**config.mk**
```make
export PLATFORM = sky130hd
export DESIGN_NAME = hsvr_prep
export DESIGN_NICKNAME = d
export VERILOG_FILES = /design/src/rtl/assert_macros.svh /design/src/rtl/hsvr_pkg.sv /design/src/rtl/hsvr_prep.sv
export SDC_FILE = /design/constraint.sdc
export NUM_CORES = 1
export LEC_CHECK = 0
export ABC_CLOCK_PERIOD_IN_PS = 3100
export BUFFER_PORTS_ARGS = -buffer_cell sky130_fd_sc_hd__buf_4
export CAP_MARGIN = 20
export CORE_MARGIN = 3
export CORE_UTILIZATION = 40
export DETAILED_ROUTE_END_ITERATION = 10
export PLACE_DENSITY = 0.62
export SLEW_MARGIN = 20
export SYNTH_ARGS = -nofsm -noshare
export SYNTH_HDL_FRONTEND = slang
export SYNTH_SLANG_ARGS = --single-unit
```
**constraint.sdc**
```tcl
create_clock -name clk -period 3.1 [get_ports clk]
set_input_delay 0.31 -clock clk [delete_from_list [all_inputs] [get_ports clk]]
set_output_delay 0.31 -clock clk [all_outputs]
set_load 0.1 [all_outputs]
```
**src/rtl/assert_macros.svh**
```systemverilog
// Assertion helpers: clocked implication and next-cycle implication.
`ifndef ASSERT_MACROS_SVH
`define ASSERT_MACROS_SVH
`ifndef ASSERT_OFF
`define ASSERT_IMPL(lbl, clk, rst_n, ante, cons) \
    lbl: assert property (@(posedge clk) disable iff (!rst_n) (ante) |-> (cons)) \
        else $error("assertion failed");
`define ASSERT_NEXT(lbl, clk, rst_n, ante, cons) \
    lbl: assert property (@(posedge clk) disable iff (!rst_n) (ante) |=> (cons)) \
        else $error("assertion failed");
`else
`define ASSERT_IMPL(lbl, clk, rst_n, ante, cons)
`define ASSERT_NEXT(lbl, clk, rst_n, ante, cons)
`endif
`endif

```
**src/rtl/hsvr_pkg.sv**
```systemverilog
`default_nettype none

package hsvr_pkg;

    localparam int unsigned FRAC_BITS_DEF = 16;
    localparam int unsigned CHAN_W        = 8;
    localparam int unsigned RGB_W         = 3 * CHAN_W;
    localparam int unsigned RED_LSB       = 2 * CHAN_W;
    localparam int unsigned GRN_LSB       = CHAN_W;
    localparam int unsigned BLU_LSB       = 0;

    // hexcone sector, red..yellow..green..cyan..blue..magenta
    typedef enum logic [2:0] {
        SEC_0 = 3'd0,
        SEC_1 = 3'd1,
        SEC_2 = 3'd2,
        SEC_3 = 3'd3,
        SEC_4 = 3'd4,
        SEC_5 = 3'd5
    } sector_t;

    typedef struct packed {
        logic    grey;
        sector_t sector;
    } hsvr_ctl_t;

endpackage

`default_nettype wire

```
**src/rtl/hsvr_prep.sv**
```systemverilog
`default_nettype none

module hsvr_prep
    import hsvr_pkg::*;
#(
    parameter int unsigned FRAC_BITS = FRAC_BITS_DEF
) (
    input  wire logic                        clk,
    input  wire logic                        rst_n,
    input  wire logic                        up_valid,
    output logic                             up_ready,
    input  wire logic signed [FRAC_BITS+1:0] hue,
    input  wire logic        [FRAC_BITS:0]   saturation,
    input  wire logic        [FRAC_BITS:0]   brightness,
    output logic                             dn_valid,
    input  wire logic                        dn_ready,
    output hsvr_ctl_t                        ctl,
    output logic [FRAC_BITS-1:0]             frac,
    output logic [FRAC_BITS:0]               sat,
    output logic [FRAC_BITS+CHAN_W-1:0]      vs
);

    localparam int unsigned VS_W = FRAC_BITS + CHAN_W;
    localparam logic [FRAC_BITS:0] ONE_FX = {1'b1, {FRAC_BITS{1'b0}}};

    logic                  valid_reg;
    hsvr_ctl_t             ctl_reg,  ctl_next;
    logic [FRAC_BITS-1:0]  frac_reg, frac_next;
    logic [FRAC_BITS:0]    sat_reg,  sat_next;
    logic [VS_W-1:0]       vs_reg,   vs_next;
    logic [FRAC_BITS-1:0]  hue_c;
    logic [FRAC_BITS+2:0]  h6;
    logic [FRAC_BITS:0]    bri_c;
    logic [VS_W:0]         vs_full;

    // out-of-range hue (negative or >= 1.0) falls back to 0
    assign hue_c   = (hue[FRAC_BITS+1:FRAC_BITS] == 2'b00) ? hue[FRAC_BITS-1:0] : '0;
    assign h6      = {1'b0, hue_c, 2'b00} + {2'b00, hue_c, 1'b0};
    assign sat_next = saturation[FRAC_BITS] ? ONE_FX : saturation;
    assign bri_c   = brightness[FRAC_BITS] ? ONE_FX : brightness;
    // brightness * 255 as shift and subtract
    assign vs_full = {bri_c, {CHAN_W{1'b0}}} - {{CHAN_W{1'b0}}, bri_c};
    assign vs_next = vs_full[VS_W-1:0];
    assign frac_next       = h6[FRAC_BITS-1:0];
    assign ctl_next.grey   = (saturation == '0);
    assign ctl_next.sector = sector_t'(h6[FRAC_BITS+2:FRAC_BITS]);

    assign up_ready = !valid_reg || dn_ready;

    always_ff @(posedge clk or negedge rst_n)
    begin
        if (!rst_n)
        begin
            valid_reg <= 1'b0;
        end
        else if (up_ready)
        begin
            valid_reg <= up_valid;
        end
    end

    always_ff @(posedge clk)
    begin
        if (up_ready && up_valid)
        begin
            ctl_reg  <= ctl_next;
            frac_reg <= frac_next;
            sat_reg  <= sat_next;
            vs_reg   <= vs_next;
        end
    end

    assign dn_valid = valid_reg;
    assign ctl      = ctl_reg;
    assign frac     = frac_reg;
    assign sat      = sat_reg;
    assign vs       = vs_reg;

endmodule

`default_nettype wire

```
==> metrics list, run 1 <==
- The floorplan step defined a core boundary enclosing between 10000 and 15000 sq um.
- Number of hold violations in the final report: 0
- Top-Level Pins: around 120
* Reported max-cap violation count: 0
- Unrepaired setup endpoints after global routing: false
* Crit path top cell by count: o21ai_0
* Post-DR vias/cell: 5.34
- Pleak: approximately 2.2 nW
- The worst setup path is launched from an input port.
* Max IR drop VDD: between 0.0002 and 0.00025 V
- The cell count after synthesis came out at 449.
- The first routing iteration left approximately 140 violations.
* TritonCTS clock tree: done
- Nets@finish: around 620
- For this run, the leading register cell type out of synthesis is edfxtp_1.
* Ratio of cells with drive above 1 in the final layout: 0.290
- Via count of the first global-routing pass: about 3400
* Number of pins with negative max-slew slack in the final report: 0
- The register with the most flip-flops in the layout has 24 of them.
- Proportion of total power due to net switching: 0.366
- DRT antenna net count: 0
* Type of the worst min-delay path: input port to flip-flop
- In the global route stage, met1 resource usage came out at 0.217.
* Transition time at the pin with the least slew margin: between 0.7 and 0.8 ns
- After synthesis, the netlist uses 77 different library cells.
* Register area share after synthesis: 0.423
- Final setup fails: 0
* Initial core utilization: 0.415
* Final Skew: around 0.0074 ns
* Max clock buf depth: 2
- Wire length per cell after detailed routing: 15.1 um
* Die boundary height: roughly 110 um
- After global routing, the most crowded layer is met2.
* Relative contribution of the clock network to total power: 0.306
* Total global-route track usage: 0.171
- The pre-antenna-repair detailed-routing pass consisted of 4 iterations.
* Total nets after synthesis: a little over 500
- Detailed routing inserted a total of 3708 vias.
- Antenna diodes: 0
- Of the available clock period, the critical path in the final layout requires 0.787.
* Horizontal extent of the die: roughly 110 um
- Wires add up to around 10 mm.
- Relative contribution of sequential cells to total power: 0.355
- Count of placed standard cells including taps: 677
- Syn avg cell area: 9.62 sq um
- Proportion of register bits with asynchronous set or reset after synthesis: 0.0164
* Summed instance area of the synthesized netlist: between 4000 and 5000 sq um
- Compared with the post-synthesis result, the final layout area differs by 27.3%.
* Count of state elements after synthesis: 61
* Global-route wire length before repair: roughly 16 mm
- Data required, critical path: approximately 3.2 ns
* Status: completed
- Combinational share of power: 0.339
* EDFF count, synth: 60
- Crit path cell chain: buf_4 > inv_1 > nand2_1 > ha_1 > a21o_2 > o221ai_4 > o21ai_0 > a211oi_2 > nor4bb_4 > o21bai_1 > o21ai_0
* Initial antenna violation count: 0
- Hold timing on the final database bottoms out at a slack of around 0.16 ns.
- Power spread over the standard cell area amounts to 511 nW/um^2.
* GR Overflow Total: 0
- Routing usage on met2: 0.292
- Met3 routing resource usage after global routing: 0.0352
* Depth of the CTS H-tree: 3
- STA puts the critical path data arrival time at 2.52 ns.
- Summed over all nets, the half-perimeter wirelength after detailed placement is ~8 mm.
- Filler-free cell count of the finished design: about 690
- Headroom to the max-slew limit came out at 0.497.
- After clock tree synthesis, the clock-pin slew on the worst setup and hold paths is ~0.07 ns.
- The congestion estimate from routability-driven global placement came to a little under 0.9.
- The Yosys step of the flow raised 0 warnings.
- Buffers added on ports: approximately 120
- The slowest stage of the critical path belongs to the cell ha_1.
- Type of destination of the critical path: flip-flop
- Timing would allow up to just over 400 MHz.
- The die covers ~12000 sq um.
- Std cell rows: 37
- Largest net degree at the start of global routing: roughly 60
* Time the worst path needs with I/O delays and setup: between 2 and 2.5 ns
- The design draws roughly 2.8 mW.
- TritonCTS buffer count: 9
* Setup Total Neg Slack: 0 ns
- The tree is rooted in a clkbuf_8.
* Number of buffers inserted to repair setup after CTS: 0
- In this run the worst path has a maximum fanout of 9.
- For this design, the sink count on the clock tree is 61.
- Clock latency at the later pin of the worst-skew pair: 0.34 ns
- Total net switching power: a little over 1 mW
- Cell internal power was estimated by the tool at 1.78 mW.
* Number of design rule violations left after detail routing: 0
* Delay contributed by the slowest stage of the critical path: approximately 0.40 ns
* Critical path class: input port to flip-flop
-- layer usage --
metal	wire length [um]	vias up
met5	0	-
li1	-	1846
met3	525	12
met1	4410	1750
met2	5360	100
met4	172	0
-- repair_timing --
action	CTS	global route
resized for setup	0	0
hold buffers	1	0
hold endpoints to repair	1	0
-- cell usage after synthesis (all sizes together) (6+ instances only) --
| cell | number | share of area |
|---|---|---|
| buf | 8 | 0.016 |
| clkbuf | 23 | 0.023 |
| nor3 | 6 | 0.0093 |
| nor4 | 7 | 0.010 |
| nand2b | 10 | 0.014 |
| xnor2 | 23 | 0.047 |
| and2 | 7 | 0.010 |
| a21oi | 16 | 0.019 |
| nand2 | 40 | 0.035 |
| nand3 | 8 | 0.0093 |
| nor2 | 53 | 0.046 |
| edfxtp | 60 | 0.42 |
| xor2 | 8 | 0.016 |
| a31oi | 8 | 0.012 |
| nor2b | 26 | 0.038 |
| ha | 14 | 0.041 |
| o22ai | 7 | 0.010 |
| o21ai | 31 | 0.036 |
| o221ai | 6 | 0.018 |
| inv | 13 | 0.011 |
-- layout by cell type (no fill, tap or decap), types with 3 or more instances in the layout --
| master | synthesis | final |
|---|---|---|
| a21oi_1 | 16 | 16 |
| inv_1 | 13 | 13 |
| bufinv_16 | 0 | 3 |
| o21ai_0 | 28 | 28 |
| nand4_1 | 3 | 3 |
| a22oi_1 | 4 | 4 |
| nor4_1 | 7 | 7 |
| clkbuf_8 | 1 | 9 |
| xnor2_1 | 23 | 23 |
| a221oi_1 | 3 | 3 |
| nor2b_1 | 26 | 26 |
| o22ai_1 | 7 | 7 |
| a21o_1 | 3 | 3 |
| nand2b_1 | 10 | 10 |
| buf_4 | 1 | 123 |
| o21a_1 | 4 | 4 |
| nand3_1 | 8 | 8 |
| and2_1 | 6 | 5 |
| edfxtp_1 | 60 | 60 |
| xor2_1 | 8 | 8 |
| nor3_1 | 4 | 4 |
| nand2_1 | 40 | 40 |
| ha_1 | 14 | 14 |
| o221ai_1 | 4 | 4 |
| o21ai_1 | 3 | 3 |
| a31oi_1 | 8 | 8 |
| nor2_1 | 53 | 53 |
-- power groups by stage --
stage / registers [mW] / clock network (mW) / logic (mW)
after floorplan: 1.41 / 0 / 0.335
after global placement: 1.02 / 0 / 0.948
after detailed placement: 1.02 / 0 / 0.952
after CTS: 0.999 / 0.877 / 0.956
after global routing: 1.00 / 0.917 / 1.01
final: 0.998 / 0.858 / 0.952
-- critical path: cells and delay by family --
kind	cells	cell delay [ns]
compound gates	6	1.26
fa+ha+maj	1	0.40
buf+inv	2	0.29
simple gates	2	0.26
-- final cells by class --
type / instances / area, sq um
Tap cell: 136 / 170
Multi-Input combinational cell: 344 / 2280
Inverter: 13 / 48.8
Sequential cell: 61 / 1830
Fill cell: 961 / 4920
Clock inverter: 6 / 111
Clock buffer: 10 / 128
Timing Repair Buffer: 124 / 933
-- metrics by stage --
step                setup WS [ns]  instance area [sq um]  utilization
floorplan                  0.0869                   4320            -
global placement            0.338                   5250        0.504
detailed placement          0.284                   5250        0.504
CTS                         0.659                   5500        0.528
global route                0.421                   5500        0.528
finish                      0.662                   5500        0.528
-- worst paths after layout --
check / cells past startpoint / slack, ns / endpoint / from
setup / recovery: 11 / 0.66 / vs[23] / brightness[16]
hold / removal: 2 / 0.16 / dn_valid / up_valid
setup reg to reg: 3 / 1.46 / vs[0] / dn_valid
hold reg to reg: 2 / 0.55 / dn_valid / dn_valid
max in group asynchronous: 2 / 2.73 / dn_valid / rst_n
min in group asynchronous: 2 / 0.29 / dn_valid / rst_n
-- logic make-up after synthesis --
kind of cell,count (synthesis),share of synthesized area
AND/OR/NAND/NOR,176,0.208
other,1,0.000868
buffers and inverters,44,0.0495
multiplexers,4,0.00985
adder cells (fa/ha/maj),16,0.0452
XOR/XNOR,31,0.0628
AO/OA/AOI/OAI,116,0.201
flip-flops,61,0.423
(Power assumes the default switching activity.)
==> run 2, diff against run 1 <==
--- a/config.mk
+++ b/config.mk
@@ -5,13 +5,13 @@
 export SDC_FILE = /design/constraint.sdc
 export NUM_CORES = 1
 export LEC_CHECK = 0
-export ABC_CLOCK_PERIOD_IN_PS = 3100
+export ABC_CLOCK_PERIOD_IN_PS = 2060
 export BUFFER_PORTS_ARGS = -buffer_cell sky130_fd_sc_hd__buf_4
 export CAP_MARGIN = 20
 export CORE_MARGIN = 3
 export CORE_UTILIZATION = 40
 export DETAILED_ROUTE_END_ITERATION = 10
-export PLACE_DENSITY = 0.62
+export PLACE_DENSITY = 0.64
 export SLEW_MARGIN = 20
 export SYNTH_ARGS = -nofsm -noshare
 export SYNTH_HDL_FRONTEND = slang
==> constraint.sdc (replaced) <==
create_clock -name clk -period 2.06 [get_ports clk]
set_input_delay 0.206 -clock clk [delete_from_list [all_inputs] [get_ports clk]]
set_output_delay 0.206 -clock clk [all_outputs]
set_load 0.1 [all_outputs]
==> run 2 against run 1 <==
Power rose by 55%. Final cell count up 10%. First-iteration DRC count grew 33%. Sequential share of layout area shrank 3.7 points. Utilization increased by 6.6 points. Non-clock buffer count grew 71. Critical path depth unchanged. Hold slack worse by 0.096 ns. Clock power is 43% higher. Clock skew is essentially flat.
==> metrics list, run 2 (synthesis results as in run 1) <==
* Clock slew at the register clock pins of the worst setup and hold paths: around 0.07 ns
- Of the available clock period, the critical path in the final layout requires 0.945.
- The number of antenna violations at the first check in global routing is 0.
- The congestion estimate from routability-driven global placement came to 0.879.
* Max IR drop VDD: approximately 0.00037 V
* Pre-CTS setup slack: -0.325 ns
* Nets@finish: 694
* Clock latency at the later pin of the worst-skew pair: 0.35 ns
- Once detailed placement completed, the half-perimeter wirelength came to 9.11 mm.
- Final setup fails: 0
* Type of destination of the critical path: flip-flop
- Leaving out fill and tap cells, the most frequent cells in the layout are buf_4 (193), edfxtp_1 (60), nor2_1 (51), nand2_1 (38), nor2b_1 (26).
* GR Overflow Total: 0
- The detail route stage leaves a number of antenna-violating nets equal to 0.
* Startpoint class of the critical path: input port
* Pleak: ~2.6 nW
* Startpoint of the lowest-slack hold path: up_valid
- The core region is about 10000 sq um.
- For hold timing, the worst endpoint is dn_valid.
- The floorplan step set the die height to roughly 110 um.
- Endpoint of the lowest-slack register-to-register path: sat[16]
* Antenna diodes: 0
- Crit path cell chain: buf_4 > nor2_4 > and2_4 > ha_4 > a21o_1 > a31o_2 > a22oi_2 > o32ai_4 > a31oi_1 > o2bb2ai_1 > mux2_1
- Wires add up to approximately 12 mm.
* Initial core utilization: 0.415
- Largest net degree at the start of global routing: 25
- The number of failing hold endpoints at the final stage is 0.
* Proportion of total power due to net switching: 0.376
- Internal Dissipation: roughly 2.7 mW
- The flow ran to the end, and the final reports show no timing, DRC or antenna violations.
- Maximum net fanout on the critical path: 3
* Horizontal extent of the die: around 110 um
- Post-DR vias/cell: 5.28
* Top-Level Pins: between 100 and 150
- CTS built an H-tree with a depth of 3.
* Layout Area Growth over Synthesis: 43.2%
* Type of the worst min-delay path: input port to flip-flop
* Global-route wire length before repair: between 15 and 20 mm
- Number of design rule violations left after detail routing: 0
- The tightest hold path in the finished design has a slack of 0.0688 ns.
* Critical Path AT: between 2 and 2.5 ns
- The number of global-route vias before repair was ~3800.
- The register with the most flip-flops in the layout has 24 of them.
* Max stage delay cell, worst path: mux2_1
- In this run the tool buffered the top-level ports with roughly 120 buffer cells.
* Reg2reg setup slack: 0.57 ns
- Final Skew: ~0.0077 ns
- In the final layout, the share of cells above drive strength 1 is 0.410.
- In this run the clock root is driven by a clkbuf_8.
- Data required, critical path: 2.16 ns
- For this block, the via count after detailed routing is 4039.
- Time the worst path needs with I/O delays and setup: ~2 ns
- TritonCTS buffer count: 9
- Measured on the finished design, the core utilization comes to 0.594.
- Number of pins with negative max-slew slack in the final report: 0
* Worst r2r path cells: 3
* Combinational share of power: 0.373
- Relative contribution of sequential cells to total power: 0.344
- Delay contributed by the slowest stage of the critical path: approximately 0.33 ns
- Die Area: between 10000 and 15000 sq um
- Reg-to-reg critical path startpoint: dn_valid
- Row generation in the floorplan step produced 37 rows.
- Reported max-cap violation count: 0
* Leading cell type in the layout, fill and taps excluded: buf_4
* Achievable clock frequency: about 500 MHz
* TritonCTS clock tree: done
* Number of sinks driven by the clock tree: just over 60
- The share of total power dissipated in the clock network is 0.283.
- After the first detailed-routing iteration, the DRC count stood at 191.
- Once routing completed, OpenROAD measured the worst setup slack at 0.113 ns.
- Total global-route track usage: 0.198
* Total net switching power: between 1.5 and 2 mW
* Wire length per cell after detailed routing: between 15 and 20 um
- The clock passes through at most 2 buffers.
- The setup path with the least slack is of type input port to flip-flop.
- Power density over the cells: a little over 700 nW/um^2
- Along the worst hold path, the cell count comes to 2.
- Detailed-router iteration count before antenna repair: 5
==> run 2: layout make-up <==
type | count | area (sq um)
multi-input cells | 344 | 2430
inverters | 13 | 56.3
flip-flops and latches | 61 | 1830
clock buffers | 11 | 141
repair buffers | 195 | 1480
fillers | 915 | 4230
well taps | 136 | 170
clock inverters | 5 | 83.8
==> run 2: routing by layer <==
metal / track usage / share of wire / up-vias
met1: 0.266 / 0.44 / 1900
li1: - / - / 1992
met5: 0 / 0 / -
met3: 0.0341 / 0.060 / 15
met4: 0.0623 / 0.015 / 0
met2: 0.325 / 0.48 / 132
==> run 2: stage by stage <==
| stage | power, mW | instances | setup TNS (ns) | instance area (sq um) |
|---|---|---|---|---|
| after floorplan | 2.68 | 449 | -2.56 | 4520 |
| after global placement | 3.13 | 747 | -2.91 | 5920 |
| after detailed placement | 3.14 | 747 | -3.57 | 5920 |
| after CTS | 4.38 | 764 | 0 | 6150 |
| after global routing | 4.55 | 765 | -0.0324 | 6190 |
| final | 4.37 | 765 | 0 | 6190 |
==> run 2: power by group through the flow <==
stage	sequential (mW)	combinational (mW)	clock [mW]
floorplan	2.13	0.548	0
global placement	1.53	1.60	0
detailed placement	1.53	1.61	0
CTS	1.51	1.62	1.26
global route	1.51	1.72	1.31
finish	1.50	1.63	1.23
==> run 2: worst max-delay path by stage <==
| stage | start | to | slack, ns | cells past startpoint |
|---|---|---|---|---|
| detailed placement | hue[16] | frac[13] | -0.32 | 11 |
| floorplan | hue[17] | frac[14] | -0.32 | 13 |
| finish | hue[16] | frac[13] | 0.11 | 11 |
| CTS | hue[16] | frac[13] | 0.05 | 11 |
| global route | hue[16] | frac[12] | -0.02 | 12 |
| global placement | hue[16] | frac[13] | -0.28 | 11 |
==> run 2: what timing repair did <==
| item | in CTS | in global routing |
|---|---|---|
| setup buffers | 0 | 1 |
| gates resized for setup | 0 | 6 |
| hold endpoints to repair | 1 | 0 |
| endpoints found under the setup margin | 0 | 8 |
| hold buffers | 1 | 0 |
==> run 2: critical path, delay by kind of cell <==
kind	cells	cell delay (ns)
adders and majority gates	1	0.17
buffers and inverters	1	0.09
AOI/OAI and AO/OA	6	1.07
and+or+nand+nor	2	0.18
muxes	1	0.33
==> run 3, diff against run 2 <==
--- a/config.mk
+++ b/config.mk
@@ -12,6 +12,7 @@
 export CORE_UTILIZATION = 40
 export DETAILED_ROUTE_END_ITERATION = 10
 export PLACE_DENSITY = 0.64
+export REMOVE_ABC_BUFFERS = 1
 export SLEW_MARGIN = 20
 export SYNTH_ARGS = -nofsm -noshare
 export SYNTH_HDL_FRONTEND = slang
==> run 3 against run 2 <==
Register-to-register slack gained 0.19 ns. Utilization is 0.25 points higher. Critical path depth rose by 1. Die area is the same. Fmax is 3.8% lower. Routed wire length shrank 4.5%. Setup slack got worse by 0.078 ns. Clock skew up 0.00050 ns. Final area increased by 0.42%. Sequential power about the same. Count of clock-buffer cells in the layout down 2. Largest power group unchanged.
==> metrics list, run 3 (synthesis results as in run 1) <==
- Status: completed
- Layout Area Growth over Synthesis: 43.8%
* Std cell rows: 37
- For this run, design rule violations remaining after detail routing come to 0.
* DRT antenna net count: 0
- For the worst setup path, the data arrival time is 2.12 ns.
* Number of sinks driven by the clock tree: 61
- Type of the worst min-delay path: input port to flip-flop
* Number of hold violations in the final report: 0
- In this run the count of I/O pins placed on the die edge is around 120.
- Start point of the critical path: brightness[16]
- Setup WS post-layout: roughly 0.035 ns
- Reported max-cap violation count: 0
- Total global-route track usage: 0.181
- For the worst setup path, the data required time is 2.15 ns.
* Total net switching power: around 1.6 mW
* Horizontal extent of the die: ~110 um
- Ratio of cells with drive above 1 in the final layout: 0.415
- For this configuration, the core starts out at a cell density of 0.415.
- Die boundary height: approximately 110 um
- Buffers placed on the I/O ports in this run total roughly 120.
* Final instance area: around 6200 sq um
- The routed design uses ~5.7 mm of met2 wire.
- On the final layout, the worst clock skew is a little over 0.008 ns.
* Final setup fails: 0
* Routed length on met1: roughly 4.8 mm
* Total power: 4.18 mW
* Detailed-routed wire length on met3: around 500 um
* Number of cells traversed by the worst hold path: 2
- GR Overflow Total: 0
* Remaining max-slew budget at the tightest pin: 0.655
* Detailed-route via count: ~4000
* Unrepaired setup endpoints after global routing: true
- CTS placed an instance of clkbuf_8 at the clock tree root.
- The number of antenna violations at the first check in global routing was 0.
- Depth of the CTS H-tree: 3
* Internal Dissipation: 2.58 mW
* Relative contribution of sequential cells to total power: 0.359
- Detailed placement finished with a half-perimeter wire length of 8.33 mm.
- Using the TritonRoute via totals, the vias-per-cell ratio works out to around 5.2.
- Pleak: 2.56 nW
- Post-DP Area: about 5700 sq um
- The register with the most flip-flops in the layout has 24 of them.
* Power density over the cells: between 600 and 700 nW/um^2
* Uppermost signal routing layer after detailed routing: met4
* Reg-to-reg critical path startpoint: dn_valid
- Leaving out fill and tap cells, the most frequent cell in the layout is buf_4.
- Max IR drop VDD: between 0.0003 and 0.0004 V
* Clock slew at the register clock pins of the worst setup and hold paths: around 0.07 ns
* Via count of the first global-routing pass: around 3800
- Clock latency at the later pin of the worst-skew pair: around 0.34 ns
- Wire length per cell after detailed routing: 14.8 um
* Final worst hold slack: 0.0688 ns
* Startpoint class of the critical path: input port
- Count of placed standard cells including taps: roughly 730
- Max clock buf depth: 2
- Total core area: roughly 10000 sq um
- At the pin with the least slew margin, the transition time is 0.512 ns.
- Counting cells, the worst reg-to-reg path comes to 3.
* Nets@finish: ~690
* Maximum net fanout on the critical path: 5
* Achievable clock frequency: about 490 MHz
- Global-route wire length before repair: roughly 18 mm
- Relative contribution of the clock network to total power: 0.246
- In the layout the commonest cells are buf_4 (187), edfxtp_1 (60), nor2_1 (50), nand2_1 (38), o21ai_0 (25).
- Combinational share of power: 0.395
* Final Wtd Congestion: roughly 0.91
* Proportion of total power due to net switching: 0.382
- For this block, the initial DRC count from the detailed router was 125.
- Startpoint of the lowest-slack hold path: up_valid
* Critical path class: input port to flip-flop
- Pre-CTS setup slack: -0.703 ns
* TritonCTS buffer count: 9
* TritonCTS clock tree: done
- The worst path in the final design needs a cycle of ~2.0 ns, including I/O delays and setup.
* Filler-free cell count of the finished design: roughly 760
* Detailed-router iteration count before antenna repair: 4
* Type of destination of the critical path: flip-flop
- Die Area: between 10000 and 15000 sq um
* Largest net degree at the start of global routing: 61
- In the finished design, the share of the clock period the worst path needs comes to 0.983.
- The routed design has 11.3 mm of wire.
* Number of pins with negative max-slew slack in the final report: 0
* Antenna diodes: 0
## run 3: cell types whose count changed in the layout (fill, tap and decap cells not counted), sizes merged
cell,delta
clkbuf,-2
buf,-2
bufinv,-1
clkinv,+3
## run 3: what timing repair did
action                                  CTS  global route
endpoints found under the hold margin     1             0
gates resized for setup                  16            33
buffers inserted                          4             8
endpoints found under the setup margin   15            17
pin swaps                                 3            21
hold buffers                              1             0
## run 3: critical path, stage by stage
cell and delay [ns]:
buf_8 0.08, clkinvlp_4 0.13, nand2_2 0.12, inv_2 0.05, ha_4 0.25, a21o_4 0.23
o221ai_4 0.18, o221ai_2 0.14, o211a_4 0.18, o311ai_4 0.32, buf_4 0.17, xnor2_1 0.05
## run 3: path summary, 6_finish.rpt
kind | to | slack [ns]
worst max-delay path | vs[17] | 0.04
worst min-delay path | dn_valid | 0.07
worst max register to register | vs[3] | 0.76
worst min register to register | dn_valid | 0.54
max in group asynchronous | dn_valid | 1.81
min in group asynchronous | dn_valid | 0.18
## run 3: per-layer routing
metal,vias to the layer above,GRT usage
met5,-,0
met4,0,0.0793
met3,28,0.0358
met2,110,0.305
met1,1868,0.225
li1,1982,-
## run 3: layout make-up
cell class	instances	area [sq um]
Multi-Input combinational cell	344	2490
Timing Repair Buffer	193	1490
Inverter	13	52.6
Clock buffer	9	124
Fill cell	911	4200
Clock inverter	7	65.1
Sequential cell	61	1830
Tap cell	136	170
## run 3: stage by stage
step | utilization | TNS [ns]
2_1_floorplan | - | -101.07
3_3_place_gp | 0.546 | -7.30
3_5_place_dp | 0.546 | -9.38
4_1_cts | 0.575 | 0
5_1_grt | 0.597 | -0.337
6_report | 0.597 | 0
## run 3: power groups by stage
stage	sequential (mW)	clock (mW)	combinational (mW)
final	1.50	1.03	1.65
after global routing	1.51	1.11	1.75
after CTS	1.50	1.05	1.58
after detailed placement	1.53	0	1.55
after global placement	1.53	0	1.54
after floorplan	2.13	0	0.442
