`src/rtl/assert_macros.svh`:
```
// Assertion helpers: clocked implication and next-cycle implication.
`ifndef ASSERT_MACROS_SVH
`define ASSERT_MACROS_SVH
`ifndef ASSERT_OFF
`define ASSERT_IMPL(lbl, clk, rst_n, ante, cons) \
    lbl: assert property (@(posedge clk) disable iff (!rst_n) (ante) |-> (cons)) \
        else $error("assertion failed");
`define ASSERT_NEXT(lbl, clk, rst_n, ante, cons) \
    lbl: assert property (@(posedge clk) disable iff (!rst_n) (ante) |=> (cons)) \
        else $error("assertion failed");
`else
`define ASSERT_IMPL(lbl, clk, rst_n, ante, cons)
`define ASSERT_NEXT(lbl, clk, rst_n, ante, cons)
`endif
`endif

```
`src/rtl/hsvr_pkg.sv`:
```
`default_nettype none

package hsvr_pkg;

    localparam int unsigned FRAC_BITS_DEF = 16;
    localparam int unsigned CHAN_W        = 8;
    localparam int unsigned RGB_W         = 3 * CHAN_W;
    localparam int unsigned RED_LSB       = 2 * CHAN_W;
    localparam int unsigned GRN_LSB       = CHAN_W;
    localparam int unsigned BLU_LSB       = 0;

    // hexcone sector, red..yellow..green..cyan..blue..magenta
    typedef enum logic [2:0] {
        SEC_0 = 3'd0,
        SEC_1 = 3'd1,
        SEC_2 = 3'd2,
        SEC_3 = 3'd3,
        SEC_4 = 3'd4,
        SEC_5 = 3'd5
    } sector_t;

    typedef struct packed {
        logic    grey;
        sector_t sector;
    } hsvr_ctl_t;

endpackage

`default_nettype wire

```
`src/rtl/hsvr_pick.sv`:
```
`default_nettype none
`include "assert_macros.svh"

module hsvr_pick
    import hsvr_pkg::*;
#(
    parameter int unsigned FRAC_BITS = FRAC_BITS_DEF
) (
    input  wire logic                          clk,
    input  wire logic                          rst_n,
    input  wire logic                          up_valid,
    output logic                               up_ready,
    input  wire hsvr_ctl_t                     ctl,
    input  wire logic [CHAN_W-1:0]             vi,
    input  wire logic [CHAN_W-1:0]             aa,
    input  wire logic [2*FRAC_BITS+CHAN_W:0]   hi_b,
    input  wire logic [2*FRAC_BITS+CHAN_W-1:0] lo_b,
    input  wire logic [2*FRAC_BITS+CHAN_W:0]   hi_c,
    input  wire logic [2*FRAC_BITS+CHAN_W-1:0] lo_c,
    output logic                               dn_valid,
    input  wire logic                          dn_ready,
    output logic [RGB_W-1:0]                   rgb_word
);

    localparam int unsigned F     = FRAC_BITS;
    localparam int unsigned SUM_W = 2 * F + CHAN_W + 2;

    logic               valid_reg;
    logic [RGB_W-1:0]   rgb_reg, rgb_next;
    logic [SUM_W-1:0]   sum_b, sum_c;
    logic [CHAN_W-1:0]  bb, cc;
    logic [CHAN_W-1:0]  r, g, b;

    // floor(vs*t / ONE^3) = (vs*th + floor(vs*tl / ONE)) >> 2F
    assign sum_b = {1'b0, hi_b} + {{(F + 2){1'b0}}, lo_b[2*F+CHAN_W-1:F]};
    assign sum_c = {1'b0, hi_c} + {{(F + 2){1'b0}}, lo_c[2*F+CHAN_W-1:F]};
    assign bb    = sum_b[2*F+CHAN_W-1:2*F];
    assign cc    = sum_c[2*F+CHAN_W-1:2*F];

    always_comb
    begin
        r = vi;
        g = aa;
        b = bb;
        if (ctl.grey)
        begin
            r = vi;
            g = vi;
            b = vi;
        end
        else
        begin
            unique case (ctl.sector)
                SEC_0:   begin r = vi; g = cc; b = aa; end
                SEC_1:   begin r = bb; g = vi; b = aa; end
                SEC_2:   begin r = aa; g = vi; b = cc; end
                SEC_3:   begin r = aa; g = bb; b = vi; end
                SEC_4:   begin r = cc; g = aa; b = vi; end
                SEC_5:   begin r = vi; g = aa; b = bb; end
                default: begin r = vi; g = aa; b = bb; end
            endcase
        end
    end

    assign rgb_next = {r, g, b};
    assign up_ready = !valid_reg || dn_ready;

    always_ff @(posedge clk or negedge rst_n)
    begin
        if (!rst_n)
        begin
            valid_reg <= 1'b0;
        end
        else if (up_ready)
        begin
            valid_reg <= up_valid;
        end
    end

    always_ff @(posedge clk)
    begin
        if (up_ready && up_valid)
        begin
            rgb_reg <= rgb_next;
        end
    end

    assign dn_valid = valid_reg;
    assign rgb_word = rgb_reg;

    // every scaled term is at most the full value
    `ASSERT_IMPL(a_chan_bound, clk, rst_n, up_valid, aa <= vi && bb <= vi && cc <= vi)
    `ASSERT_NEXT(a_grey_word, clk, rst_n, up_valid && up_ready && ctl.grey, rgb_reg[RED_LSB +: CHAN_W] == rgb_reg[BLU_LSB +: CHAN_W] && rgb_reg[GRN_LSB +: CHAN_W] == rgb_reg[BLU_LSB +: CHAN_W])
    `ASSERT_NEXT(a_red_full, clk, rst_n, up_valid && up_ready && !ctl.grey && ctl.sector == SEC_0, rgb_reg[RED_LSB +: CHAN_W] == $past(vi))

endmodule

`default_nettype wire

```
`config.mk`:
```
export PLATFORM = sky130hd
export DESIGN_NAME = hsvr_pick
export DESIGN_NICKNAME = d
export VERILOG_FILES = /design/src/rtl/hsvr_pkg.sv /design/src/rtl/hsvr_pick.sv
export VERILOG_INCLUDE_DIRS = /design/src /design/src/rtl
export SDC_FILE = /design/constraint.sdc
export NUM_CORES = 1
export LEC_CHECK = 0
export BUFFER_PORTS_ARGS = -buffer_cell sky130_fd_sc_hd__buf_2
export CAP_MARGIN = 20
export CORE_AREA = 2 2 87 89
export CTS_BUF_LIST = sky130_fd_sc_hd__clkbuf_16
export DETAILED_ROUTE_END_ITERATION = 8
export DIE_AREA = 0 0 89 91
export PLACE_DENSITY_LB_ADDON = 0.1
export SLEW_MARGIN = 0
export SYNTH_ARGS = -nofsm -noshare
export SYNTH_HDL_FRONTEND = slang
export SYNTH_SLANG_ARGS = --single-unit
```
`constraint.sdc`:
```
create_clock -name clk -period 2.2 [get_ports clk]
set_clock_uncertainty 0.1 [all_clocks]
set_input_delay 0.22 -clock clk [delete_from_list [all_inputs] [get_ports clk]]
set_output_delay 0.22 -clock clk [all_outputs]
set_load 0.02 [all_outputs]
```
==> flow_results.xml, run 1 <==
<?xml version="1.0" encoding="UTF-8"?>
<metrics>
  <group name="finish">
    <metric name="antenna_cells" unit="">0</metric>
    <metric name="final_layout_size_suffix_gt1_share" unit="%">54.4</metric>
    <metric name="total_area_of_multi_input_combinational_cells" unit="µm²">3200</metric>
    <metric name="fin_area" unit="µm²">5650</metric>
    <metric name="fillCellCount" unit="">497</metric>
    <metric name="ff_latch_area" unit="µm²">746</metric>
    <metric name="area_growth" unit="%">72.5</metric>
    <metric name="layout.nets" unit="">849</metric>
  </group>
  <group name="grt">
    <metric name="maximum_number_of_pins_on_one_net_before_global_route_repair" unit="">25</metric>
    <metric name="grt_overflow_total" unit="">0</metric>
    <metric name="first_global_vias" unit="">4169</metric>
    <metric name="gr-usage-met2" unit="%">55.1</metric>
    <metric name="grt_antenna_before_repair" unit="">0</metric>
    <metric name="grt_first_pass_wirelength" unit="µm">19100</metric>
    <metric name="groute.usage.overall" unit="%">29.5</metric>
    <metric name="use_met3" unit="%">4.27</metric>
    <metric name="met1_usage" unit="%">32.8</metric>
    <metric name="globalRoute.busiestLayer" unit="">met2</metric>
  </group>
  <group name="logic_synthesis">
    <metric name="async_flop_share" unit="%">4.00</metric>
    <metric name="ys.flop_type" unit="">sky130_fd_sc_hd__edfxtp_1</metric>
    <metric name="ys_seq_area_share" unit="%">22.8</metric>
    <metric name="synth_nets" unit="">619</metric>
    <metric name="synth.ff_latch_count" unit="">25</metric>
    <metric name="post_synth_num_cell_types" unit="">61</metric>
    <metric name="synth.yosys.warnings" unit="">0</metric>
    <metric name="synth-edff-count" unit="">24</metric>
    <metric name="postSynthCellCount" unit="">387</metric>
    <metric name="synth_area" unit="µm²">3280</metric>
    <metric name="post_synthesis_average_cell_area" unit="µm²">8.47</metric>
  </group>
  <group name="timing">
    <metric name="finalCriticalPeriod" unit="ps">2330</metric>
    <metric name="final-hold-violation-count" unit="">0</metric>
    <metric name="max-slew-margin-rel" unit="%">39.2</metric>
    <metric name="worst_hold_slack" unit="ps">83.2</metric>
    <metric name="worstMarginPinSlew" unit="ps">909</metric>
    <metric name="postLayoutSetupSlackWorst" unit="ps">-133</metric>
    <metric name="fin_crit_sh" unit="%">106</metric>
    <metric name="max_freq" unit="MHz">429</metric>
    <metric name="final_max_slew_viol_count" unit="">0</metric>
    <metric name="setup_viol" unit="">18</metric>
    <metric name="finalSetupTns" unit="ps">-1150</metric>
    <metric name="rsz0062_at_grt" unit="">yes</metric>
  </group>
  <group name="clock_tree">
    <metric name="clkTransAtPathRegs" unit="ps">70</metric>
    <metric name="tritoncts" unit="">yes</metric>
    <metric name="clockRootBuffer" unit="">sky130_fd_sc_hd__clkbuf_16</metric>
    <metric name="clkLatencyLatePin" unit="ps">260</metric>
    <metric name="clock_sink_count" unit="">25</metric>
    <metric name="cts_inserted_buffers" unit="">3</metric>
    <metric name="cts-htree-levels" unit="">1</metric>
    <metric name="max-clock-path-buffers" unit="">2</metric>
  </group>
  <group name="route">
    <metric name="routed-via-count" unit="">4409</metric>
    <metric name="drc_errors" unit="">0</metric>
    <metric name="first_pass_iters" unit="">5</metric>
    <metric name="routed_wire_length_per_instance" unit="µm">20.4</metric>
    <metric name="wl" unit="µm">14600</metric>
    <metric name="vias_per_cell" unit="">6.17</metric>
    <metric name="drtAntennaViolNets" unit="">0</metric>
    <metric name="first_iter_violations" unit="">339</metric>
  </group>
  <group name="die">
    <metric name="pin_count" unit="">212</metric>
    <metric name="die_w" unit="µm">89</metric>
    <metric name="std_cell_rows" unit="">31</metric>
    <metric name="initial_utilization" unit="%">45.9</metric>
    <metric name="die_area" unit="µm²">8100</metric>
    <metric name="floorplan.die.height" unit="µm">91</metric>
    <metric name="floorplan.core_area" unit="µm²">7140</metric>
  </group>
  <group name="critical_path">
    <metric name="r2r_end" unit="">rgb_word[3]</metric>
    <metric name="ff2ff_setup_slack" unit="ps">820</metric>
    <metric name="timing.critical_path.arrival" unit="ps">2230</metric>
    <metric name="critPathTopFamily" unit="">compound AO/OA/AOI/OAI gates</metric>
    <metric name="worstSetupEndpoint" unit="">rgb_word[19]</metric>
    <metric name="critPathBufInv" unit="">2</metric>
    <metric name="timing.critical_path.from_type" unit="">input port</metric>
    <metric name="highest_fanout_seen_on_the_critical_path" unit="">7</metric>
    <metric name="cpPeakStageDelay" unit="ps">450</metric>
    <metric name="critical_path.startpoint" unit="">hi_b[5]</metric>
    <metric name="required_time_of_the_critical_path" unit="ps">2100</metric>
    <metric name="crit_slowest_cell" unit="">sky130_fd_sc_hd__a2111o_1</metric>
    <metric name="rr_worst_depth" unit="">3</metric>
    <metric name="end_kind" unit="">flip-flop</metric>
    <metric name="cp_cell_sequence" unit="">buf_2, ha_1, a2111o_1, a31oi_2, o221a_4, nand4b_4, buf_6, xnor2_4, nand2b_4, a32oi_2</metric>
    <metric name="timing.setup.critical_path_class" unit="">input port to flip-flop</metric>
    <metric name="crit_cells" unit="">10</metric>
    <metric name="r2r_start" unit="">dn_valid</metric>
  </group>
  <group name="pwr">
    <metric name="clkPwrFrac" unit="%">19.8</metric>
    <metric name="p_sw" unit="W">0.000741</metric>
    <metric name="leakage" unit="nW">2.41</metric>
    <metric name="max-vdd-ir-drop" unit="V">0.000245</metric>
    <metric name="power_per_cell_area" unit="nW/µm²">365</metric>
    <metric name="internal_power" unit="W">0.00132</metric>
    <metric name="swShare" unit="%">36.0</metric>
    <metric name="comb_power_share" unit="%">52.3</metric>
    <metric name="seq_power_share" unit="%">27.9</metric>
  </group>
  <group name="job">
    <metric name="maxCapViolations" unit="">0</metric>
  </group>
  <group name="hold_path">
    <metric name="worstHoldPathType" unit="">input port to flip-flop</metric>
  </group>
  <group name="outcome">
    <metric name="failing_checks" unit="">setup timing</metric>
    <metric name="run_status" unit="">finished, violations left</metric>
  </group>
  <group name="place">
    <metric name="finalWeightedCongestion" unit="">0.929</metric>
    <metric name="dp_worst_setup_slack" unit="ps">-462</metric>
    <metric name="hpwlAfterDp" unit="µm">9960</metric>
    <metric name="numPortBuffers" unit="">177</metric>
    <metric name="placed_cell_area" unit="µm²">4920</metric>
  </group>
</metrics>
-- Yosys cell counts, types with 4 or more instances --
master / count / share of area [%]
sky130_fd_sc_hd__and4_1: 4 / 1.1
sky130_fd_sc_hd__and3_1: 6 / 1.1
sky130_fd_sc_hd__nor4_1: 5 / 0.95
sky130_fd_sc_hd__ha_1: 46 / 18
sky130_fd_sc_hd__clkbuf_1: 10 / 1.1
sky130_fd_sc_hd__o211ai_1: 4 / 0.92
sky130_fd_sc_hd__and2_1: 5 / 0.95
sky130_fd_sc_hd__nand3_1: 16 / 2.4
sky130_fd_sc_hd__o22ai_1: 15 / 2.9
sky130_fd_sc_hd__nand4_1: 8 / 1.5
sky130_fd_sc_hd__a21oi_1: 33 / 5.0
sky130_fd_sc_hd__a221oi_1: 9 / 2.4
sky130_fd_sc_hd__a22oi_1: 7 / 1.6
sky130_fd_sc_hd__nand2b_1: 8 / 1.5
sky130_fd_sc_hd__nand2_1: 31 / 3.6
sky130_fd_sc_hd__xnor2_1: 11 / 2.9
sky130_fd_sc_hd__inv_1: 10 / 1.1
sky130_fd_sc_hd__a211oi_1: 9 / 2.1
sky130_fd_sc_hd__nor3_1: 8 / 1.2
sky130_fd_sc_hd__a21o_1: 4 / 0.92
sky130_fd_sc_hd__xor2_1: 4 / 1.1
sky130_fd_sc_hd__a31oi_1: 5 / 0.95
sky130_fd_sc_hd__o21ai_0: 17 / 2.6
sky130_fd_sc_hd__edfxtp_1: 24 / 22
sky130_fd_sc_hd__o21a_1: 5 / 1.1
sky130_fd_sc_hd__o21ai_1: 5 / 0.76
sky130_fd_sc_hd__nor2_1: 34 / 3.9
-- how the worst min path moves through the flow --
stage             start       end  slack (ps)  depth (start not counted)
2_1_floorplan     rst_n  dn_valid        -180                          0
5_1_grt        up_valid  dn_valid         100                          2
6_report       up_valid  dn_valid          80                          2
3_5_place_dp      rst_n  dn_valid        -100                          1
3_3_place_gp      rst_n  dn_valid        -100                          1
4_1_cts        up_valid  dn_valid          90                          2
-- layout by cell type (no fill, tap or decap), types with 6 or more instances in the layout --
cell and n:
sky130_fd_sc_hd__buf_6 24, sky130_fd_sc_hd__nand2b_1 7, sky130_fd_sc_hd__a21oi_2 6, sky130_fd_sc_hd__nand4_1 8
sky130_fd_sc_hd__o21ai_0 10, sky130_fd_sc_hd__buf_2 155, sky130_fd_sc_hd__nor2_1 33, sky130_fd_sc_hd__nand3_1 14
sky130_fd_sc_hd__xnor2_2 6, sky130_fd_sc_hd__buf_4 55, sky130_fd_sc_hd__ha_1 19, sky130_fd_sc_hd__a21oi_1 27
sky130_fd_sc_hd__o22ai_1 14, sky130_fd_sc_hd__inv_1 11, sky130_fd_sc_hd__nand2_1 29, sky130_fd_sc_hd__edfxtp_1 24
sky130_fd_sc_hd__ha_4 24, sky130_fd_sc_hd__a221oi_2 8, sky130_fd_sc_hd__o21ai_1 10
-- state kept, by name, indices dropped and copies added, names as in the netlist --
signal / count
dn_valid: 1
rgb_word: 24
-- power groups by stage --
stage	Combinational (W)	Clock, W	Sequential (W)
floorplan	0.000435	0	0.000631
global placement	0.000850	0	0.000586
detailed placement	0.000878	0	0.000586
CTS	0.000932	0.000406	0.000576
global route	0.00115	0.000418	0.000579
finish	0.00108	0.000408	0.000575
-- cells by family (layout without fill, tap and decap cells) --
group,after synthesis,count (layout),synth area share [%]
AOI/OAI and AO/OA,144,144,31.5
xor gates and xnor gates,15,15,4.01
buffers and inverters,21,250,2.41
DFF,25,25,22.8
and+or+nand+nor,136,136,21.8
adders and majority gates,46,46,17.6
-- metal layers --
metal,share of wire (%),up-vias
li1,-,2003
met1,33,2025
met2,53,311
met3,7.9,70
met4,6.1,0
met5,0,-
-- what timing repair did --
action | in CTS | in global routing
resized for setup | 29 | 64
pin swaps | 29 | 33
buffers inserted | 3 | 4
hold buffers | 1 | 0
setup endpoints to repair | 22 | 23
endpoints found under the hold margin | 1 | 0
-- worst reg2reg max path: stages, from the launching register on --
cell and delay (ps):
sky130_fd_sc_hd__dfrtp_1 380, sky130_fd_sc_hd__nand2b_1 110, sky130_fd_sc_hd__and2_1 140, sky130_fd_sc_hd__buf_4 310
-- area by class of cell --
type	instances	share of cell area (%)
Timing Repair Buffer	235	26.0
Multi-Input combinational cell	341	56.5
Clock buffer	3	1.33
Sequential cell	25	13.2
Inverter	11	0.730
Tap cell	99	2.19
Clock inverter	1	0.0664
-- through the flow --
stage | total power [W] | cells | utilization [%]
after global routing | 0.00215 | 715 | 79.2
after floorplan | 0.00107 | 387 | -
final | 0.00206 | 715 | 79.2
after detailed placement | 0.00146 | 704 | 69.0
after CTS | 0.00191 | 712 | 73.1
after global placement | 0.00144 | 704 | 69.0
(Power assumes the default switching activity.)
==> run 2, diff against run 1 <==
- CORE_AREA: 2 2 87 89 -> 2 2 94 96
- DIE_AREA: 0 0 89 91 -> 0 0 96 98
- SETUP_SLACK_MARGIN: unset -> 0.1
- clock period: 2.2 -> 1.9 ns (I/O delays scaled with it)
==> run 2 against run 1 <==
  * The flow still finishes with violations (setup timing)
  * Setup slack got worse by 210 ps
  * Die area rose by 16%
  * Count of clock-buffer cells in the layout did not move
  * Clock power grew 14%
==> flow_results.xml, run 2 (synthesized netlist as in run 1, its figures left out) <==
<?xml version="1.0" encoding="UTF-8"?>
<metrics>
  <group name="hold_path">
    <metric name="hold_start" unit="">up_valid</metric>
    <metric name="whs_path_depth" unit="">2</metric>
    <metric name="hold_end" unit="">dn_valid</metric>
    <metric name="worstHoldPathType" unit="">input port to flip-flop</metric>
  </group>
  <group name="place">
    <metric name="finalWeightedCongestion" unit="">0.935</metric>
    <metric name="placed_cell_area" unit="µm²">5120</metric>
    <metric name="hpwlAfterDp" unit="µm">9720</metric>
    <metric name="dp.cells" unit="">731</metric>
    <metric name="numPortBuffers" unit="">177</metric>
  </group>
  <group name="pwr">
    <metric name="clkPwrFrac" unit="%">19.1</metric>
    <metric name="p_sw" unit="W">0.000843</metric>
    <metric name="seq_power_share" unit="%">27.3</metric>
    <metric name="internal_power" unit="W">0.00159</metric>
    <metric name="leakage" unit="nW">2.58</metric>
    <metric name="max-vdd-ir-drop" unit="V">0.000311</metric>
    <metric name="swShare" unit="%">34.6</metric>
    <metric name="power_per_cell_area" unit="nW/µm²">398</metric>
    <metric name="comb_power_share" unit="%">53.6</metric>
  </group>
  <group name="finish">
    <metric name="mostFrequentLayoutCells" unit="">152 x sky130_fd_sc_hd__buf_2, 71 x sky130_fd_sc_hd__buf_4, 31 x sky130_fd_sc_hd__nor2_1, 31 x sky130_fd_sc_hd__buf_6</metric>
    <metric name="mostFrequentLayoutCell" unit="">sky130_fd_sc_hd__buf_2</metric>
    <metric name="area_growth" unit="%">86.9</metric>
    <metric name="layout.nets" unit="">872</metric>
    <metric name="largest_register_ff_count" unit="">24</metric>
    <metric name="fin_area" unit="µm²">6120</metric>
    <metric name="finish.cell_count_without_fillers" unit="">748</metric>
    <metric name="final_layout_size_suffix_gt1_share" unit="%">59.8</metric>
  </group>
  <group name="die">
    <metric name="die_area" unit="µm²">9410</metric>
    <metric name="std_cell_rows" unit="">34</metric>
    <metric name="floorplan.core_area" unit="µm²">8470</metric>
    <metric name="floorplan.die.height" unit="µm">98</metric>
    <metric name="pin_count" unit="">212</metric>
    <metric name="die_w" unit="µm">96</metric>
    <metric name="initial_utilization" unit="%">38.7</metric>
  </group>
  <group name="critical_path">
    <metric name="timing.critical_path.arrival" unit="ps">2150</metric>
    <metric name="r2r_start" unit="">dn_valid</metric>
    <metric name="critical-path-top-cell-by-count" unit="">sky130_fd_sc_hd__a21oi_2</metric>
    <metric name="timing.critical_path.from_type" unit="">input port</metric>
    <metric name="timing.setup.critical_path_class" unit="">input port to flip-flop</metric>
    <metric name="rr_worst_depth" unit="">2</metric>
    <metric name="critPathBufInv" unit="">1</metric>
    <metric name="crit_slowest_cell" unit="">sky130_fd_sc_hd__a211o_4</metric>
    <metric name="r2r_end" unit="">rgb_word[1]</metric>
    <metric name="cpPeakStageDelay" unit="ps">450</metric>
    <metric name="cp_cell_sequence" unit="">buf_2, ha_4, a31o_1, a21oi_2, o211ai_1, a211o_4, nand4_4, xnor2_4, a221oi_2, a21oi_2</metric>
    <metric name="ff2ff_setup_slack" unit="ps">430</metric>
    <metric name="required_time_of_the_critical_path" unit="ps">1800</metric>
    <metric name="end_kind" unit="">flip-flop</metric>
    <metric name="critPathTopFamily" unit="">compound AO/OA/AOI/OAI gates</metric>
    <metric name="highest_fanout_seen_on_the_critical_path" unit="">7</metric>
  </group>
  <group name="route">
    <metric name="first_iter_violations" unit="">176</metric>
    <metric name="routed_wire_length_per_instance" unit="µm">17.0</metric>
    <metric name="drc_errors" unit="">0</metric>
    <metric name="wl" unit="µm">12700</metric>
    <metric name="first_pass_iters" unit="">5</metric>
    <metric name="vias_per_cell" unit="">5.72</metric>
    <metric name="drtAntennaViolNets" unit="">0</metric>
    <metric name="routed-via-count" unit="">4275</metric>
  </group>
  <group name="timing">
    <metric name="max_freq" unit="MHz">445</metric>
    <metric name="max-slew-margin-rel" unit="%">62.9</metric>
    <metric name="postLayoutSetupSlackWorst" unit="ps">-348</metric>
    <metric name="final_max_slew_viol_count" unit="">0</metric>
    <metric name="worstMarginPinSlew" unit="ps">557</metric>
    <metric name="setup_viol" unit="">24</metric>
    <metric name="fin_crit_sh" unit="%">118</metric>
    <metric name="final-hold-violation-count" unit="">0</metric>
    <metric name="rsz0062_at_grt" unit="">yes</metric>
    <metric name="finalCriticalPeriod" unit="ps">2250</metric>
  </group>
  <group name="grt">
    <metric name="groute.usage.overall" unit="%">25.6</metric>
    <metric name="grt_overflow_total" unit="">0</metric>
    <metric name="maximum_number_of_pins_on_one_net_before_global_route_repair" unit="">25</metric>
    <metric name="first_global_vias" unit="">4328</metric>
    <metric name="grt_antenna_before_repair" unit="">1</metric>
    <metric name="grt_first_pass_wirelength" unit="µm">19500</metric>
  </group>
  <group name="clock_tree">
    <metric name="cts_inserted_buffers" unit="">3</metric>
    <metric name="clock_sink_count" unit="">25</metric>
    <metric name="clkLatencyLatePin" unit="ps">250</metric>
    <metric name="cts-htree-levels" unit="">1</metric>
    <metric name="max-clock-path-buffers" unit="">2</metric>
    <metric name="clockRootBuffer" unit="">sky130_fd_sc_hd__clkbuf_16</metric>
    <metric name="tritoncts" unit="">yes</metric>
    <metric name="clkTransAtPathRegs" unit="ps">60</metric>
  </group>
  <group name="outcome">
    <metric name="failing_checks" unit="">setup timing</metric>
    <metric name="run_status" unit="">finished, violations left</metric>
  </group>
  <group name="job">
    <metric name="maxCapViolations" unit="">0</metric>
  </group>
</metrics>
run 2: cell type report:
class                      instances  area (µm²)
sequential                        25         746
tap                              108         135
clock buffer                       3        75.1
multi-input combinational        341        3410
fill                             648        2340
timing repair buffer             258        1710
inverter                          11        41.3
clock inverter                     1        3.75
antenna                            1        2.50
run 2: through the flow:
step           TNS [ps]  worst slack [ps]  hold slack (ps)  util [%]  power, W
2_1_floorplan     -5850              -356             -206         -   0.00124
3_3_place_gp     -13910              -662             -135      60.5   0.00171
3_5_place_dp     -14640              -706             -132      60.5   0.00173
4_1_cts           -6190              -338             39.9      67.6   0.00231
5_1_grt           -8540              -464             30.5      72.3   0.00259
6_report          -6540              -348             35.3      72.3   0.00244
run 2: metal layers:
layer | track usage [%] | vias up | wire, µm
met5 | 0 | - | 0
met4 | 9.12 | 0 | 364
met3 | 3.47 | 35 | 964
met2 | 46.4 | 204 | 6570
met1 | 29.9 | 1987 | 4830
li1 | - | 2049 | -
run 2: power by group through the flow:
stage               Combinational, W  Sequential (W)  Clock (W)
global placement             0.00103        0.000678          0
floorplan                   0.000507        0.000730          0
detailed placement           0.00105        0.000678          0
finish                       0.00130        0.000666   0.000465
CTS                          0.00118        0.000667   0.000466
global route                 0.00141        0.000671   0.000501
run 2: how the worst max path moves through the flow:
stage	to	from	slack, ps	cells after the start
after global routing	rgb_word[5]	hi_b[20]	-460	10
after detailed placement	rgb_word[18]	hi_b[22]	-710	11
after global placement	rgb_word[23]	hi_b[7]	-660	11
after CTS	rgb_word[23]	hi_b[11]	-340	11
after floorplan	rgb_word[1]	hi_c[19]	-360	9
final	rgb_word[14]	hi_c[1]	-350	10
run 2: repair_timing:
action | 4_1_cts | 5_1_grt
gates resized for setup | 73 | 58
setup buffers | 4 | 7
endpoints found under the hold margin | 1 | 0
hold buffers | 1 | 0
setup endpoints to repair | 24 | 24
pin swaps | 50 | 49
==> run 3, diff against run 2 <==
- CORE_AREA: 2 2 94 96 -> 2 2 87 89
- DIE_AREA: 0 0 96 98 -> 0 0 89 91
- clock period: 1.9 -> 2.8 ns (I/O delays scaled with it)
==> run 3 against run 2 <==
  * The run now ends clean
  * Sequential power is 32% lower
  * Setup slack better by 610 ps
  * Total power is 44% lower
  * Worst hold slack better by 83 ps
  * Sequential cell count stayed put
  * Count of clock-buffer cells in the layout stayed put
  * Sequential share of layout area is 4.6 points higher
  * Final area is 27% lower
  * Final cell count is 10% lower
==> flow_results.xml, run 3 (synthesized netlist as in run 1, its figures left out) <==
<?xml version="1.0" encoding="UTF-8"?>
<metrics>
  <group name="timing">
    <metric name="worstMarginPinSlew" unit="ps">933</metric>
    <metric name="max_freq" unit="MHz">394</metric>
    <metric name="max-slew-margin-rel" unit="%">37.4</metric>
    <metric name="final-hold-violation-count" unit="">0</metric>
    <metric name="setup_viol" unit="">0</metric>
    <metric name="postLayoutSetupSlackWorst" unit="ps">264</metric>
    <metric name="finalCriticalPeriod" unit="ps">2540</metric>
    <metric name="fin_crit_sh" unit="%">90.6</metric>
    <metric name="final_max_slew_viol_count" unit="">0</metric>
    <metric name="rsz0062_at_grt" unit="">no</metric>
  </group>
  <group name="grt">
    <metric name="first_global_vias" unit="">3800</metric>
    <metric name="maximum_number_of_pins_on_one_net_before_global_route_repair" unit="">25</metric>
    <metric name="grt_antenna_before_repair" unit="">0</metric>
    <metric name="grt_overflow_total" unit="">0</metric>
    <metric name="groute.usage.overall" unit="%">25.3</metric>
    <metric name="grt_first_pass_wirelength" unit="µm">16900</metric>
  </group>
  <group name="outcome">
    <metric name="run_status" unit="">finished clean</metric>
  </group>
  <group name="die">
    <metric name="die_area" unit="µm²">8100</metric>
    <metric name="std_cell_rows" unit="">31</metric>
    <metric name="die_w" unit="µm">89</metric>
    <metric name="initial_utilization" unit="%">45.9</metric>
    <metric name="pin_count" unit="">212</metric>
    <metric name="floorplan.core_area" unit="µm²">7140</metric>
    <metric name="floorplan.die.height" unit="µm">91</metric>
  </group>
  <group name="job">
    <metric name="maxCapViolations" unit="">0</metric>
  </group>
  <group name="critical_path">
    <metric name="timing.critical_path.from_type" unit="">input port</metric>
    <metric name="end_kind" unit="">flip-flop</metric>
    <metric name="required_time_of_the_critical_path" unit="ps">2740</metric>
    <metric name="timing.setup.critical_path_class" unit="">input port to flip-flop</metric>
    <metric name="r2r_start" unit="">dn_valid</metric>
    <metric name="timing.critical_path.arrival" unit="ps">2480</metric>
    <metric name="rr_worst_depth" unit="">3</metric>
    <metric name="crit_slowest_cell" unit="">sky130_fd_sc_hd__a211o_4</metric>
    <metric name="cp_cell_sequence" unit="">buf_2, ha_1, and4_1, and3_1, and4_1, a211o_4, nand4_2, xnor2_1, a211oi_1, a221oi_1</metric>
    <metric name="critPathBufInv" unit="">1</metric>
    <metric name="highest_fanout_seen_on_the_critical_path" unit="">7</metric>
    <metric name="cpPeakStageDelay" unit="ps">380</metric>
    <metric name="critical-path-top-cell-by-count" unit="">sky130_fd_sc_hd__and4_1</metric>
    <metric name="r2r_end" unit="">rgb_word[17]</metric>
    <metric name="ff2ff_setup_slack" unit="ps">1470</metric>
    <metric name="critPathTopFamily" unit="">compound AO/OA/AOI/OAI gates</metric>
  </group>
  <group name="finish">
    <metric name="fin_area" unit="µm²">4450</metric>
    <metric name="final_layout_size_suffix_gt1_share" unit="%">37.5</metric>
    <metric name="layout.nets" unit="">804</metric>
    <metric name="fillCellCount" unit="">682</metric>
    <metric name="mostFrequentLayoutCell" unit="">sky130_fd_sc_hd__buf_2</metric>
    <metric name="area_growth" unit="%">35.7</metric>
    <metric name="mostFrequentLayoutCells" unit="">177 x sky130_fd_sc_hd__buf_2, 46 x sky130_fd_sc_hd__ha_1, 34 x sky130_fd_sc_hd__nor2_1, 33 x sky130_fd_sc_hd__a21oi_1, 31 x sky130_fd_sc_hd__nand2_1</metric>
    <metric name="largest_register_ff_count" unit="">24</metric>
    <metric name="antenna_cells" unit="">0</metric>
  </group>
  <group name="route">
    <metric name="drc_errors" unit="">0</metric>
    <metric name="first_iter_violations" unit="">276</metric>
    <metric name="drtAntennaViolNets" unit="">0</metric>
    <metric name="wl" unit="µm">10400</metric>
    <metric name="first_pass_iters" unit="">5</metric>
    <metric name="routed-via-count" unit="">3917</metric>
    <metric name="routed_wire_length_per_instance" unit="µm">15.5</metric>
    <metric name="vias_per_cell" unit="">5.85</metric>
  </group>
  <group name="place">
    <metric name="placed_cell_area" unit="µm²">4320</metric>
    <metric name="hpwlAfterDp" unit="µm">8580</metric>
    <metric name="finalWeightedCongestion" unit="">0.925</metric>
    <metric name="dp_worst_setup_slack" unit="ps">-10.7</metric>
    <metric name="numPortBuffers" unit="">177</metric>
  </group>
  <group name="clock_tree">
    <metric name="tritoncts" unit="">yes</metric>
    <metric name="clkTransAtPathRegs" unit="ps">70</metric>
    <metric name="clock_sink_count" unit="">25</metric>
    <metric name="cts_inserted_buffers" unit="">3</metric>
    <metric name="clkLatencyLatePin" unit="ps">260</metric>
    <metric name="cts-htree-levels" unit="">1</metric>
    <metric name="clockRootBuffer" unit="">sky130_fd_sc_hd__clkbuf_16</metric>
    <metric name="max-clock-path-buffers" unit="">2</metric>
  </group>
  <group name="pwr">
    <metric name="leakage" unit="nW">2.02</metric>
    <metric name="max-vdd-ir-drop" unit="V">0.000189</metric>
    <metric name="power_per_cell_area" unit="nW/µm²">309</metric>
  </group>
  <group name="hold_path">
    <metric name="hold_end" unit="">dn_valid</metric>
    <metric name="hold_start" unit="">up_valid</metric>
    <metric name="worstHoldPathType" unit="">input port to flip-flop</metric>
    <metric name="whs_path_depth" unit="">2</metric>
  </group>
</metrics>
-- run 3: changes by cell type in the layout (fill, tap and decap cells not counted), moves of 12 or more --
cell | previous run | this run
sky130_fd_sc_hd__a21oi_1 | 21 | 33
sky130_fd_sc_hd__a21oi_2 | 12 | 0
sky130_fd_sc_hd__buf_6 | 31 | 0
sky130_fd_sc_hd__buf_2 | 152 | 177
sky130_fd_sc_hd__ha_1 | 17 | 46
sky130_fd_sc_hd__buf_4 | 71 | 12
sky130_fd_sc_hd__ha_4 | 29 | 0
-- run 3: layer usage --
metal | share of wire [%] | wire length, µm | GRT usage [%] | vias up
li1 | - | - | - | 1910
met1 | 39 | 4020 | 30.1 | 1770
met2 | 51 | 5260 | 45.6 | 217
met3 | 8.6 | 894 | 3.73 | 20
met4 | 2.2 | 224 | 7.96 | 0
met5 | 0 | 0 | 0 | -
-- run 3: where the power goes --
part / internal, W / switching (W) / leakage (nW)
clock network: 0.000193 / 0.000131 / 0.0409
logic: 0.000267 / 0.000333 / 1.74
registers: 0.000446 / 0.00000541 / 0.238
-- run 3: repair_timing --
action,CTS,global route
endpoints found under the hold margin,1,0
resized for setup,0,3
hold buffers,1,0
setup buffers,0,2
setup endpoints to repair,0,3
-- run 3: final cells by class --
class,instances,area (µm²),share of cell area [%]
timing repair buffer,190,986,22.2
tap,99,124,2.78
sequential,25,746,16.8
inverter,11,41.3,0.928
multi-input combinational,341,2470,55.6
clock buffer,3,75.1,1.69
clock inverter,1,5.00,0.113
-- run 3: worst max path at each step --
stage	slack [ps]	to	cells past startpoint	start
6_report	260	rgb_word[4]	10	hi_c[10]
4_1_cts	260	rgb_word[23]	10	hi_b[11]
5_1_grt	80	rgb_word[22]	11	hi_b[22]
3_3_place_gp	70	rgb_word[10]	10	hi_c[15]
2_1_floorplan	350	rgb_word[1]	9	hi_c[10]
3_5_place_dp	-10	rgb_word[23]	10	hi_b[11]
-- run 3: per-stage QoR --
step / std cells / setup TNS, ps / hold slack (ps) / power (W) / utilization [%]
final: 670 / 0 / 118 / 0.00138 / 62.3
after global routing: 670 / 0 / 146 / 0.00146 / 62.3
after CTS: 668 / 0 / 120 / 0.00136 / 61.9
after detailed placement: 663 / -10.7 / -44.3 / 0.00104 / 60.6
after global placement: 663 / 0 / -45.6 / 0.00103 / 60.6
after floorplan: 387 / 0 / -116 / 0.000804 / -
